[src/design/msl_pkg.sv]
// Package for the multi-servo slew limiter: beat structs, result kinds,
// and the microcode table that sequences the datapath.
// Depends on nothing; used by multi_servo_slew_limiter_top.
package msl_pkg;

  // Command codes carried in the cmd field.
  localparam logic [1:0] CmdSet     = 2'd0;
  localparam logic [1:0] CmdTick    = 2'd1;
  localparam logic [1:0] CmdGet     = 2'd2;
  localparam logic [1:0] CmdUnknown = 2'd3;

  // Result kinds.
  localparam logic [1:0] KindOk      = 2'd0;
  localparam logic [1:0] KindFmtErr  = 2'd1;
  localparam logic [1:0] KindUnknown = 2'd2;
  localparam logic [1:0] KindReport  = 2'd3;

  // Configuration register indexes.
  localparam int unsigned CfgIdxW = 2;
  localparam logic [CfgIdxW-1:0] CfgStepSize = 2'd0;
  localparam logic [CfgIdxW-1:0] CfgDeadBand = 2'd1;

  // Field widths.
  localparam int unsigned PosW   = 12;
  localparam int unsigned StepW  = 12;
  localparam int unsigned DeadW  = 4;
  localparam int unsigned AngleW = 8;

  localparam logic [PosW-1:0]   PosReset   = 12'd1440;
  localparam logic [AngleW-1:0] AngleReset = 8'd90;
  localparam logic [AngleW-1:0] AngleMax   = 8'd180;
  localparam logic [StepW-1:0]  StepReset  = 12'd8;
  localparam logic [DeadW-1:0]  DeadReset  = 4'd1;

  typedef struct packed {
    logic [1:0]        cmd;
    logic [2:0]        channel;
    logic [AngleW-1:0] angle;
  } req_t;

  typedef struct packed {
    logic [1:0] kind;
    logic [2:0] servo;
    logic [7:0] degrees;
    logic       last;
  } rsp_t;

  // Microprogram addresses.
  localparam int unsigned PcW = 3;
  localparam logic [PcW-1:0] PcIdle    = 3'd0;
  localparam logic [PcW-1:0] PcSet     = 3'd1;
  localparam logic [PcW-1:0] PcTick    = 3'd2;
  localparam logic [PcW-1:0] PcReport  = 3'd3;
  localparam logic [PcW-1:0] PcUnknown = 3'd4;
  localparam logic [PcW-1:0] PcTickEnd = 3'd5;

  // Datapath operations.
  localparam logic [2:0] OpDispatch = 3'd0;
  localparam logic [2:0] OpSet      = 3'd1;
  localparam logic [2:0] OpTick     = 3'd2;
  localparam logic [2:0] OpReport   = 3'd3;
  localparam logic [2:0] OpUnknown  = 3'd4;
  localparam logic [2:0] OpNop      = 3'd5;

  // Branch conditions: taken goes to jmp, otherwise to alt.
  localparam logic [1:0] CondAlways = 2'd0;
  localparam logic [1:0] CondStart  = 2'd1;
  localparam logic [1:0] CondLast   = 2'd2;
  localparam logic [1:0] CondMoved  = 2'd3;

  typedef struct packed {
    logic [2:0]     op;
    logic [1:0]     cond;
    logic [PcW-1:0] jmp;
    logic [PcW-1:0] alt;
  } ucode_t;

  // Control store. The dispatch step adds the command code to its jump
  // target, so set, tick, get and unknown land on consecutive words.
  function automatic ucode_t ucode_rom(input logic [PcW-1:0] pc);
    ucode_t w;
    unique case (pc)
      PcIdle:    w = '{op: OpDispatch, cond: CondStart,  jmp: PcSet,     alt: PcIdle};
      PcSet:     w = '{op: OpSet,      cond: CondAlways, jmp: PcIdle,    alt: PcIdle};
      PcTick:    w = '{op: OpTick,     cond: CondLast,   jmp: PcTickEnd, alt: PcTick};
      PcReport:  w = '{op: OpReport,   cond: CondLast,   jmp: PcIdle,    alt: PcReport};
      PcUnknown: w = '{op: OpUnknown,  cond: CondAlways, jmp: PcIdle,    alt: PcIdle};
      PcTickEnd: w = '{op: OpNop,      cond: CondMoved,  jmp: PcReport,  alt: PcIdle};
      default:   w = '{op: OpNop,      cond: CondAlways, jmp: PcIdle,    alt: PcIdle};
    endcase
    return w;
  endfunction

endpackage

[src/design/multi_servo_slew_limiter_top.sv]
// Multi-servo slew limiter: microcoded sequencer with per-channel state.
// Depends on msl_pkg for beat structs, codes and the control store.
//
// Usage:
//   Commands enter on req_i; a beat is taken at a clock edge where start_i
//   is high and busy_o is low. Results leave on res_o, each valid for one
//   cycle while res_valid_o is high; the receiver cannot stall them, and the
//   final result of a command carries last.
//   Configuration beats arrive on cfg_valid_i/cfg_ready_o with cfg_index_i
//   (0 step size, 1 dead band) and cfg_data_i; other indexes are dropped.
// Sequencing:
//   One control word executes per cycle. Set and unknown commands run the
//   dispatch word, then their own; get walks all channels in the report
//   word; a tick walks them in the tick word, then the tick-end word and,
//   if any moved, the report word. Results come from a registered output,
//   one step late; the channels share one move unit, taken one per cycle.
// Reset:
//   Positions return to 90 degrees, targets to 90, step size to 8 and dead
//   band to 1; the sequencer returns to its idle word.
module multi_servo_slew_limiter_top
  import msl_pkg::*;
#(
  parameter int unsigned NUM_SERVOS = 6
) (
  input  logic                  clk_i,
  input  logic                  rst_ni,
  input  logic                  start_i,
  input  req_t                  req_i,
  output logic                  busy_o,
  output logic                  res_valid_o,
  output rsp_t                  res_o,
  input  logic                  cfg_valid_i,
  output logic                  cfg_ready_o,
  input  logic [CfgIdxW-1:0]    cfg_index_i,
  input  logic [StepW-1:0]      cfg_data_i
);

  localparam int unsigned IdxW = (NUM_SERVOS > 1) ? $clog2(NUM_SERVOS) : 1;
  localparam logic [IdxW-1:0] LastIdx = IdxW'(NUM_SERVOS - 1);
  localparam logic [4:0] NumServos5 = 5'(NUM_SERVOS);

  // Sequencer state.
  logic [PcW-1:0]  pc_q, pc_d;
  logic [IdxW-1:0] idx_q, idx_d;
  logic            moved_q, moved_d;
  req_t            item_q;

  // Channel state and configuration.
  logic [PosW-1:0]   pos_q [NUM_SERVOS];
  logic [AngleW-1:0] tgt_q [NUM_SERVOS];
  logic [StepW-1:0]  step_q;
  logic [DeadW-1:0]  dead_q;

  // Output register.
  logic res_valid_q, res_valid_d;
  rsp_t res_q, res_d;

  ucode_t uw;
  logic   accept;
  logic   last_ch;
  logic   cond_ok;
  logic   set_ok;

  // Move unit signals.
  logic [PosW-1:0]        cur_pos;
  logic [AngleW-1:0]      cur_tgt;
  logic signed [PosW+1:0] diff;
  logic signed [PosW+1:0] mag;
  logic signed [PosW+1:0] lim;
  logic signed [PosW+1:0] mv;
  logic [PosW-1:0]        new_pos;
  logic                   outside;
  logic [PosW:0]          round_sum;
  logic [IdxW-1:0]        set_idx;

  assign uw          = ucode_rom(pc_q);
  assign busy_o      = (pc_q != PcIdle);
  assign accept      = start_i && !busy_o;
  assign last_ch     = (idx_q == LastIdx);
  assign cfg_ready_o = 1'b1;
  assign res_valid_o = res_valid_q;
  assign res_o       = res_q;

  // Condition select for the branch at the end of each step.
  always_comb begin
    case (uw.cond)
      CondAlways: cond_ok = 1'b1;
      CondStart:  cond_ok = accept;
      CondLast:   cond_ok = last_ch;
      CondMoved:  cond_ok = moved_q;
      default:    cond_ok = 1'b0;
    endcase
  end

  // Move unit: distance to target, dead-band test and clamp to the step.
  assign cur_pos = pos_q[idx_q];
  assign cur_tgt = tgt_q[idx_q];
  assign diff    = $signed({2'b00, cur_tgt, 4'b0000}) - $signed({2'b00, cur_pos});
  assign mag     = (diff < 0) ? -diff : diff;
  assign outside = (mag > $signed({{(PosW + 2 - DeadW){1'b0}}, dead_q}));
  assign lim     = $signed({2'b00, step_q});

  always_comb begin
    if (diff > lim) begin
      mv = lim;
    end else if (diff < -lim) begin
      mv = -lim;
    end else begin
      mv = diff;
    end
  end

  assign new_pos   = PosW'($signed({2'b00, cur_pos}) + mv);
  assign round_sum = {1'b0, cur_pos} + (PosW + 1)'(8);
  assign set_ok    = ({2'b00, item_q.channel} < NumServos5) && (item_q.angle <= AngleMax);
  assign set_idx   = IdxW'(item_q.channel);

  // Next step, channel counter, moved flag and the result beat.
  always_comb begin
    pc_d        = cond_ok ? uw.jmp : uw.alt;
    idx_d       = idx_q;
    moved_d     = moved_q;
    res_valid_d = 1'b0;
    res_d       = '0;
    unique case (uw.op)
      OpDispatch: begin
        if (accept) begin
          pc_d = uw.jmp + PcW'(req_i.cmd);
        end
        idx_d   = '0;
        moved_d = 1'b0;
      end
      OpSet: begin
        res_valid_d = 1'b1;
        res_d.last  = 1'b1;
        if (set_ok) begin
          res_d.kind  = KindOk;
          res_d.servo = item_q.channel;
        end else begin
          res_d.kind = KindFmtErr;
        end
      end
      OpTick: begin
        idx_d = last_ch ? '0 : idx_q + 1'b1;
        if (outside) begin
          moved_d = 1'b1;
        end
      end
      OpReport: begin
        idx_d         = last_ch ? '0 : idx_q + 1'b1;
        res_valid_d   = 1'b1;
        res_d.kind    = KindReport;
        res_d.servo   = 3'(idx_q);
        res_d.degrees = round_sum[PosW-1:4];
        res_d.last    = last_ch;
      end
      OpUnknown: begin
        res_valid_d = 1'b1;
        res_d.kind  = KindUnknown;
        res_d.last  = 1'b1;
      end
      default: begin
      end
    endcase
  end

  // Sequencer and output registers.
  always_ff @(posedge clk_i or negedge rst_ni) begin
    if (!rst_ni) begin
      pc_q        <= PcIdle;
      idx_q       <= '0;
      moved_q     <= 1'b0;
      res_valid_q <= 1'b0;
    end else begin
      pc_q        <= pc_d;
      idx_q       <= idx_d;
      moved_q     <= moved_d;
      res_valid_q <= res_valid_d;
    end
  end

  // Result payload and the latched command beat.
  always_ff @(posedge clk_i) begin
    res_q <= res_d;
    if (accept) begin
      item_q <= req_i;
    end
  end

  // Configuration registers.
  always_ff @(posedge clk_i or negedge rst_ni) begin
    if (!rst_ni) begin
      step_q <= StepReset;
      dead_q <= DeadReset;
    end else if (cfg_valid_i && cfg_ready_o) begin
      if (cfg_index_i == CfgStepSize) begin
        step_q <= cfg_data_i;
      end else if (cfg_index_i == CfgDeadBand) begin
        dead_q <= cfg_data_i[DeadW-1:0];
      end
    end
  end

  // Per-channel positions and targets.
  for (genvar g = 0; g < NUM_SERVOS; g++) begin : g_ch
    always_ff @(posedge clk_i or negedge rst_ni) begin
      if (!rst_ni) begin
        pos_q[g] <= PosReset;
        tgt_q[g] <= AngleReset;
      end else begin
        if (uw.op == OpTick && idx_q == IdxW'(g) && outside) begin
          pos_q[g] <= new_pos;
        end
        if (uw.op == OpSet && set_ok && set_idx == IdxW'(g)) begin
          tgt_q[g] <= item_q.angle;
        end
      end
    end
  end

`ifndef SYNTHESIS
  // The channel counter is back at zero whenever the sequencer idles.
  assert property (@(posedge clk_i) disable iff (!rst_ni)
    (pc_q == PcIdle) |-> (idx_q == '0))
    else $error("channel counter not cleared at idle");

  // An accepted command always leaves the idle word.
  assert property (@(posedge clk_i) disable iff (!rst_ni)
    accept |=> busy_o)
    else $error("command accepted but sequencer stayed idle");

  // A set command answers with a single final result once its set word has run and the output register holds it.
  assert property (@(posedge clk_i) disable iff (!rst_ni)
    (accept && req_i.cmd == CmdSet) |=> ##1 (res_valid_o && res_o.last))
    else $error("set command gave no single result");

  // Anything but a position report is a single, final beat.
  assert property (@(posedge clk_i) disable iff (!rst_ni)
    (res_valid_o && res_o.kind != KindReport) |-> res_o.last)
    else $error("non-report result without last");

  // A report beat that is not last is followed by the next channel.
  assert property (@(posedge clk_i) disable iff (!rst_ni)
    (res_valid_o && res_o.kind == KindReport && !res_o.last) |=>
      (res_valid_o && res_o.kind == KindReport &&
       res_o.servo == $past(res_o.servo) + 3'd1))
    else $error("report sequence broken");
`endif

endmodule

[config.mk]
export PLATFORM = sky130hd
export DESIGN_NAME = multi_servo_slew_limiter_top
export DESIGN_NICKNAME = d
export VERILOG_FILES = /design/src/design/msl_pkg.sv /design/src/design/multi_servo_slew_limiter_top.sv
export SDC_FILE = /design/constraint.sdc
export NUM_CORES = 1
export LEC_CHECK = 0
export BUFFER_PORTS_ARGS = -buffer_cell sky130_fd_sc_hd__buf_2
export CORE_UTILIZATION = 50
export DETAILED_ROUTE_END_ITERATION = 12
export GPL_ROUTABILITY_DRIVEN = 0
export MAX_ROUTING_LAYER = met4
export PLACE_DENSITY_LB_ADDON = 0.12
export SLEW_MARGIN = 40
export SYNTH_ARGS = -nofsm -noshare
export SYNTH_HDL_FRONTEND = slang
export SYNTH_SLANG_ARGS = --single-unit
[constraint.sdc]
create_clock -name clk_i -period 10.7 [get_ports clk_i]
set_clock_uncertainty 0.15 [all_clocks]
set_input_delay 0.535 -clock clk_i [delete_from_list [all_inputs] [get_ports clk_i]]
set_output_delay 0.535 -clock clk_i [all_outputs]
set_load 0.02 [all_outputs]
-- Word-level counts from Yosys, hierarchy flattened
Cells that the tools add are included.
- add/subtract/negate cells: 7
- magnitude comparators: 7
- eq/ne operators: 24
- muxes and demuxes: 24
- bitwise gates (word level): 2
- reduce and logical (&&, ||, !) cells: 37
- operators with widths (operator ; number):
    $pmux 11 s6 ; 1
    $mux 12 ; 4
    $bmux 12 s3 ; 1
    $bmux 8 s3 ; 1
    $eq 3x2->1 const B ; 8
    $eq 3x3->1 const B ; 7
    $logic_and 1x1->1 ; 21
    $mux 8 ; 2
    $mux 3 ; 5
    $gt 14x5->1 ; 1
    $lt 13x14->1 ; 1
    $mux 14 ; 1
    $neg 12->14 ; 1
    $neg 13->14 ; 1
    $gt 13x13->1 ; 1
    $lt 13x1->1 const B ; 1
    $sub 12x12->13 ; 1
    $add 12x12->12 ; 1
    $add 12x4->12 const B ; 1
    $eq 3x1->1 const B ; 4
    $logic_not 3->1 ; 4
    $pmux 3 s2 ; 2
    $le 8x8->1 const B ; 1
    $pmux 2 s3 ; 1
    other kinds (20) ; 29
- bits in registers: 169
- bits of input ports: 31
- output and inout bits: 17
- logic and storage cells: 125

-- Depth between registers and ports, before layout
Gate-level depths: netlist of run 1.
- word-level depth: 10
- depth in mapped cells: 39
- gate-level depth less buffers: 34

-- Worst setup path before layout of run 1
No wires, ideal clock.
- path kind: register to register
- start point: reg idx_q[0]
- end point: reg pos_q[10] in the netlist's numbering
- setup time: 0.085 ns
- data arrival time: 8.365 ns
- required time: 10.465 ns
- setup slack: 2.100 ns
- cell stages (with the launch flop): 38
- buffers on the path: 7
- period minus slack after synthesis: 8.600 ns
- cell sequence: dfrtp_1 > buf_6 > buf_4 > buf_1 > clkbuf_1 > buf_1 > mux4_2 > nand2_1 > o21ai_0 > ha_1 > nand3_1 > nor3_2 > a31oi_2 > xnor2_2 > ha_1 > a31o_2 > a21oi_1 > maj3_1 > [2 not listed] > mux2_4 > buf_6 > buf_6 > o21ai_1 > o31ai_1 > ha_1 > fa_1 > a21o_1 > a21oi_1 > o21bai_1 > a21oi_1 > nor2b_1 > o21a_1 > o21ai_0 > nand2b_1 > a21oi_1 > xnor2_1 > mux2_1
- cells in the longest elaborated chain, start to end: 9
- elaborated cells on any way between the ends: 20
- those cells by class: add/sub: 3; order compare: 4; eq/ne: 1; mux: 9; bitwise: 1; reduce/logical: 2
- RTL lines (element ; RTL line ; RTL):
    start, declared ; multi_servo_slew_limiter_top.sv:44 ; logic [IdxW-1:0] idx_q, idx_d;
    start signal, assigned ; multi_servo_slew_limiter_top.sv:176 ; idx_q <= idx_d;
    $not 3->4 (implied by the code) ; multi_servo_slew_limiter_top.sv:96, multi_servo_slew_limiter_top.sv:97 ;
    $bmux 12 s3 / $bmux 8 s3 (equally long branches) ; multi_servo_slew_limiter_top.sv:96, multi_servo_slew_limiter_top.sv:97 ;
    $mux 12 (implied by the code) / $mux 8 (equally long branches) (2 in series) ; multi_servo_slew_limiter_top.sv:96, multi_servo_slew_limiter_top.sv:97 ;
    $sub 12x12->13 ; multi_servo_slew_limiter_top.sv:98 ; assign diff = $signed({2'b00, cur_tgt, 4'b0000}) - $signed({2'b00, cur_pos});
    $lt 13x14->1, or another cell as far along ; multi_servo_slew_limiter_top.sv:106 ; end else if (diff < -lim) begin
    $mux 12 / $mux 14 (equally long branches) ; multi_servo_slew_limiter_top.sv:106, multi_servo_slew_limiter_top.sv:99 ;
    $mux 12 / $gt 14x5->1 (equally long branches) ; multi_servo_slew_limiter_top.sv:104, multi_servo_slew_limiter_top.sv:100 ;
    $add 12x12->12 / $logic_and 1x1->1 (equally long branches) ; multi_servo_slew_limiter_top.sv:113, multi_servo_slew_limiter_top.sv:211 ;
    end signal, assigned by index ; multi_servo_slew_limiter_top.sv:208 ; pos_q[g] <= PosReset;
    end signal, assigned by index ; multi_servo_slew_limiter_top.sv:212 ; pos_q[g] <= new_pos;
    end, declared ; multi_servo_slew_limiter_top.sv:49 ; logic [PosW-1:0] pos_q [NUM_SERVOS];
Several ways; a longest one is shown, not always the timed one. The select of a mux whose other input is x is not followed.
A chain may end at the register's enable or synchronous reset.

-- Worst setup path after layout of run 1
- start point: reg idx_q[0]
- end point: reg pos_q[70] in the netlist's numbering
Same word-level chain as after synthesis.

==> metrics.yaml, run 1 <==
routing:
  first_pass_iters: 5
  drt_wl_total_um: 23420
  vias: 6994
  post-route-drc-count: 0
  wl_per_cell_um: 19.45
  viasPerCell: 5.809
  first_iter_violations: 466
  ant_nets: 0
global_routing:
  antenna_found_initial: 0
  grt_usage: 0.2509
  grt_overflow: 0
  grt_pass1_wl_um: 37720
  grt_pass1_vias: 7091
  grt_max_degree: 90
setup_path:
  cp.required_ns: 10.92
  slowest_delay_ns: 0.83
  cp_max_fo: 28
  cp-start-kind: "flop"
  critical_path_buf_inv_count: 1
  crit_slowest_cell: "dfrtp_2"
  cp_data_arrival_time_ns: 8.89
  critical_path_class: "reg2reg"
  end_kind: "flop"
  path_delay_family: "compound AO/OA/AOI/OAI gates"
logic_synthesis:
  yosys_warnings: 0
  syn_avg_cell_area_um2: 11.23
  ys.flop_type: "dfrtp_1"
  syn-cell-area_um2: 9985
  synth_edf_count: 11
  async_flop_share: 0.8521
  syn_nets: 970
  synth_cell_types: 85
  ys_seq_elements: 169
  postSynthCellCount: 889
  ys_seq_area_frac: 0.4283
clocking:
  cts_made_buffers: 17
  clkSinkCount: 169
  cts_post_setup_buffers_inserted: 0
  htreeDepth: 4
  clock_path_buffers: 2
  clk_latency_ns: 0.45
  hold_buffers: 0
  ctsRootBufferMaster: "clkbuf_16"
  clk_pin_slew_ns: 0.09
  post_cts_resized: 0
  tritoncts: "built"
placement:
  numPortBuffers: 46
  place_hpwl_um: 16990
  place_area_um2: 10420
  dp_cells: 1172
sta:
  finalSetupViolCount: 0
  max_freq_mhz: 115.4
  hold_viol: 10
  worst_slew_pin_slew_ns: 0.7712
  period_share: 0.8096
  rsz0062_at_grt: "false"
  period_needed_ns: 8.663
  timing.hold.ws_ns: -0.02150
  drv_slew: 0
  max-slew-margin-rel: 0.4805
  fin_tns_setup_ns: 0
cells_and_area:
  fin_area_um2: 11060
  stdcell_count: 1204
  drive_above_1_share: 0.2524
  area_growth_pct: 10.75
  insertedDiodeCount: 0
  fin_nets: 1007
  final_cell_mix: "dfrtp_1, mux2_1, nand2_1"
  mostFrequentLayoutCell: "dfrtp_1"
job:
  maxCapViolCount: 0
worst_hold_path:
  min_path_type: "in2async"
floorplan:
  die_h_um: 143.3
  rows: 51
  core_area_um2: 19530
  die_w_um: 143.3
  dieArea_um2: 20540
  ios: 48
  start_util: 0.5113
outcome:
  violations: "negative hold slack"
  status: "complete, but fails checks"
## synth_stat cells (3+ instances only)
library cell,n,area share
nand4_1,4,0.0025
mux4_2,16,0.036
nor2_1,50,0.019
ha_1,48,0.060
a21oi_1,38,0.019
clkbuf_1,20,0.0075
dfstp_2,50,0.13
and3_1,6,0.0038
and2_1,3,0.0019
a21o_1,5,0.0038
buf_4,5,0.0038
o21a_1,6,0.0045
xnor2_1,28,0.025
dfxtp_1,14,0.028
nor3_1,18,0.0090
o31ai_1,5,0.0038
mux2_1,73,0.082
nand2_1,57,0.021
a31oi_1,7,0.0044
o22a_1,3,0.0026
mux2i_1,34,0.034
mux2_4,3,0.0045
nand3b_1,3,0.0023
nand2b_1,11,0.0069
a211oi_1,6,0.0045
o22ai_1,10,0.0063
buf_1,3,0.0011
nand3_1,11,0.0055
xor2_1,8,0.0070
nor2b_1,11,0.0069
or2_2,3,0.0019
nor4_1,4,0.0025
o2bb2ai_1,3,0.0026
edfxtp_1,11,0.033
o21ai_1,9,0.0045
buf_6,7,0.0079
nor3b_1,6,0.0045
inv_1,43,0.016
or3_1,7,0.0044
o21ai_0,39,0.020
mux2_2,56,0.063
dfrtp_1,94,0.24
## worst paths after layout
path	start	endpoint	slack [ns]	cells past startpoint
setup / recovery	idx_q[0]$_DFFE_PN0P_	pos_q[70]$_DFFE_PN1P_	2.04	31
hold / removal	rst_ni	step_q[7]$_DFFE_PN0P_	-0.02	1
min in group clk_i	req_i[7]	item_q[7]$_DFFE_PP_	0.10	1
hold reg to reg	pos_q[63]$_DFFE_PN0P_	pos_q[63]$_DFFE_PN0P_	0.35	1
setup reg to reg	idx_q[0]$_DFFE_PN0P_	pos_q[70]$_DFFE_PN1P_	2.04	31
max in group asynchronous	rst_ni	pos_q[42]$_DFFE_PN0P_	9.19	2
## layer usage
layer  GRT usage  wire length [um]
met2      0.4157             11620
met1      0.3120             10560
met3     0.03699               647
met5           -                 0
met4     0.09351               593
## cells by family after synthesis
group | share of synthesized area
AO/OA/AOI/OAI | 0.1109
XOR/XNOR | 0.03321
adder cells (fa/ha/maj) | 0.06729
buffers and inverters | 0.03772
flip-flops | 0.4283
multiplexers | 0.2202
other | 0.0003756
AND/OR/NAND/NOR | 0.1020
## sequential cells by signal, indices dropped and copies added, names as in the netlist
name,cells
pos_q,72
tgt_q,48
res_o,14
step_q,12
item_q,8
dead_q,4
idx_q,3
pc_q,3
set_idx,3
moved_q,1
res_valid_o,1
## through the flow
step                      worst slack, ns  hold slack [ns]  utilization
after floorplan                     2.100          0.08941            -
after detailed placement            2.029           0.3297       0.5336
final                               2.037         -0.02150       0.5663
after global placement              2.220           0.3191       0.5334
after global routing                1.425          0.03588       0.5663
after CTS                           1.923          0.04254       0.5661
## layout make-up
class / count / area, um2
multi-input combinational: 639 / 5346
clock buffer: 17 / 425.4
inverter: 45 / 168.9
sequential: 169 / 4278
clock inverter: 15 / 209.0
fill: 1703 / 8468
tap: 265 / 331.6
timing repair buffer: 54 / 299.0
## worst register-to-register path: cells and delay by family, from the launching register on
family / cells / cell delay [ns]
AOI/OAI and AO/OA: 15 / 2.64
adders and majority gates: 4 / 1.65
and+or+nand+nor: 7 / 1.41
muxes: 3 / 1.29
DFF: 1 / 0.83
buffers and inverters: 1 / 0.45
xor gates and xnor gates: 1 / 0.16
Power of run 1 is left out: the tool's default activity adds up to more than one toggle a clock period on the data nets, which glitch-free logic cannot reach.
==> run 2, diff against run 1 <==
- ABC_AREA: not set -> 1
- clock period: 10.7 -> 8.3 ns (I/O delays scaled with it)
==> metrics.yaml, run 2 <==
cells_and_area:
  final-seq-area_um2: 4279  # was 4278 um2
  drive_above_1_share: 0.2003  # was 0.2524
  final.fill_count: 1786  # was 1703
  insertedDiodeCount: 0  # unchanged
  final_cell_mix: "nand2_1, inv_1, dfrtp_1"  # was dfrtp_1, mux2_1, nand2_1
  stdcell_count: 1543  # was 1204
  fin_nets: 1346  # was 1007
  multi_input_area_um2: 4801  # was 5346 um2
  area_growth_pct: 12.44  # was 10.75%
  largest_reg_flops: 72  # unchanged
  regMostFlops: "pos_q"  # unchanged
  mostFrequentLayoutCell: "nand2_1"  # was dfrtp_1
logic_synthesis:
  async_flop_share: 0.8521  # unchanged
  yosysMostFrequentCell: "nand2_1"  # was dfrtp_1
  ys_seq_area_frac: 0.4296  # was 0.4283
  yosys.area.top_type: "dfrtp_1"  # unchanged
  syn-cell-area_um2: 9955  # was 9985 um2
  ys_seq_elements: 169  # unchanged
  synthTopCellsByCount: "nand2_1, inv_1, dfrtp_1, o21ai_0, nor2_1"  # was dfrtp_1, mux2_1, nand2_1, mux2_2
  yosysTopAreaCellShare: 0.2363  # was 0.2356
  synth_edf_count: 11  # unchanged
  syn_nets: 1288  # was 970
  ys.flop_type: "dfrtp_1"  # unchanged
  synth_cell_types: 53  # was 85
  yosys_warnings: 0  # unchanged
  postSynthCellCount: 1207  # was 889
  synth.area.top_cells: "dfrtp_1, dfstp_2, nand2_1"  # was dfrtp_1, dfstp_2, mux2_1
  syn_avg_cell_area_um2: 8.247  # was 11.23 um2
floorplan:
  die_h_um: 143.1  # was 143.3 um
  start_util: 0.5115  # was 0.5113
  rows: 51  # unchanged
  core_area_um2: 19460  # was 19530 um2
  die_w_um: 143.1  # was 143.3 um
  ios: 48  # unchanged
  dieArea_um2: 20480  # was 20540 um2
setup_path:
  crit_slowest_cell: "dfrtp_1"  # was dfrtp_2
  cp_data_arrival_time_ns: 7.78  # was 8.89 ns
  rr_endpoint: "pos_q[70]$_DFFE_PN1P_"  # unchanged
  r2r_setup_slack_ns: 0.75  # was 2.04 ns
  end_kind: "flop"  # unchanged
  cp.required_ns: 8.52  # was 10.92 ns
  timing.rr.start: "idx_q[2]$_DFFE_PN0P_"  # was idx_q[0]$_DFFE_PN0P_
  slowest_delay_ns: 0.62  # was 0.83 ns
  cp_max_fo: 15  # was 28
  cp-start-kind: "flop"  # unchanged
  critical_path_class: "reg2reg"  # unchanged
  r2r_cells: 40  # was 31
sta:
  finalSetupViolCount: 0  # unchanged
  period_needed_ns: 7.552  # was 8.663 ns
  timing.hold.ws_ns: 0.06935  # was -0.02150 ns
  worst_slew_pin_slew_ns: 0.7510  # was 0.7712 ns
  drv_slew: 0  # unchanged
  max_freq_mhz: 132.4  # was 115.4 MHz
  period_share: 0.9099  # was 0.8096
  max-slew-margin-rel: 0.4976  # was 0.4805
  hold_viol: 0  # was 10
  fin_tns_setup_ns: 0  # unchanged
clocking:
  htreeDepth: 4  # unchanged
  clk_pin_slew_ns: 0.08  # was 0.09 ns
  cts_made_buffers: 17  # unchanged
  clock_path_buffers: 2  # unchanged
  tritoncts: "built"  # unchanged
  ctsRootBufferMaster: "clkbuf_16"  # unchanged
  clkSinkCount: 169  # unchanged
  clk_latency_ns: 0.45  # about the same
routing:
  wl_per_cell_um: 15.88  # was 19.45 um
  first_pass_iters: 5  # unchanged
  vias: 8086  # was 6994
  viasPerCell: 5.240  # was 5.809
  first_iter_violations: 605  # was 466
  post-route-drc-count: 0  # unchanged
  drt_wl_total_um: 24510  # was 23420 um
  ant_nets: 0  # unchanged
placement:
  dp_cells: 1494  # was 1172
  place_hpwl_um: 17850  # was 16990 um
  numPortBuffers: 46  # unchanged
worst_hold_path:
  min_path_type: "in2reg"  # was in2async
  hold_path_depth: 3
  min_from: "cfg_data_i[3]"
  hold_end: "step_q[3]$_DFFE_PN1P_"
global_routing:
  grt_overflow: 0  # unchanged
  grt_max_degree: 79  # was 90
  grt_pass1_wl_um: 40540  # was 37720 um
  grt_pass1_vias: 7844  # was 7091
  antenna_found_initial: 0  # unchanged
  grt_usage: 0.2672  # was 0.2509
outcome:
  status: "finished clean"  # was complete, but fails checks
job:
  maxCapViolCount: 0  # unchanged
-- run 2: area by class of cell --
cell class | instances | area share
clock buffers | 17 | 0.03801
clock inverters | 15 | 0.01543
inverters | 189 | 0.06617
multi-input cells | 819 | 0.4289
flip-flops and latches | 169 | 0.3823
well taps | 265 | 0.02962
repair buffers | 69 | 0.03957
-- run 2: timing repair --
item                                    4_1_cts  5_1_grt
gates resized for setup                       0       10
hold endpoints to repair                     70        0
buffers inserted                              0        5
endpoints found under the setup margin        0       30
hold buffers                                 12        0
-- run 2: cells by family (layout without fill, tap and decap cells) --
family / Yosys count / after routing / share of synthesized area
AO/OA/AOI/OAI: 297 / 297 / 0.1900
XOR/XNOR: 20 / 20 / 0.01986
adder cells (fa/ha/maj): 50 / 50 / 0.06435
buffers and inverters: 219 / 290 / 0.09264
flip-flops: 169 / 169 / 0.4296
other: 1 / 1 / 0.0003767
AND/OR/NAND/NOR: 451 / 451 / 0.2031
-- run 2: how the worst max path moves through the flow --
stage	from	to	slack (ns)	cells after the start
after floorplan	idx_q[1]$_DFFE_PN0P_	pos_q[10]$_DFFE_PN1P_	1.74	44
after global placement	idx_q[0]$_DFFE_PN0P_	pos_q[58]$_DFFE_PN1P_	0.64	44
after detailed placement	idx_q[0]$_DFFE_PN0P_	pos_q[70]$_DFFE_PN1P_	0.37	44
after CTS	idx_q[0]$_DFFE_PN0P_	pos_q[70]$_DFFE_PN1P_	0.34	44
after global routing	idx_q[1]$_DFFE_PN0P_	pos_q[46]$_DFFE_PN1P_	-0.005	44
final	idx_q[2]$_DFFE_PN0P_	pos_q[70]$_DFFE_PN1P_	0.75	40
-- run 2: per-layer routing --
layer  track usage  share of wire  up-vias
met4       0.09394          0.025        0
met2        0.4108           0.46      175
li1              -              -     4113
met3       0.03924          0.036       42
met5             -              0        -
met1        0.3592           0.48     3756
-- run 2: worst max-delay path: cells and delay by family, from the launching register on --
kind                     cells  cell delay, ns
adder cells (fa/ha/maj)      4            1.40
flip-flops                   1            0.62
XOR/XNOR                     1            0.33
AND/OR/NAND/NOR             14            1.64
AO/OA/AOI/OAI               14            2.48
buffers and inverters        7            0.84
-- run 2: stage by stage --
stage | setup WS (ns) | utilization | instance area, um2
6_report | 0.7476 | 0.5751 | 11190
5_1_grt | -0.005025 | 0.5751 | 11190
4_1_cts | 0.3395 | 0.5706 | 11100
3_5_place_dp | 0.3663 | 0.5337 | 10390
3_3_place_gp | 0.6384 | 0.5335 | 10380
2_1_floorplan | 1.738 | - | 9955
Power of run 2 is left out for the same reason.
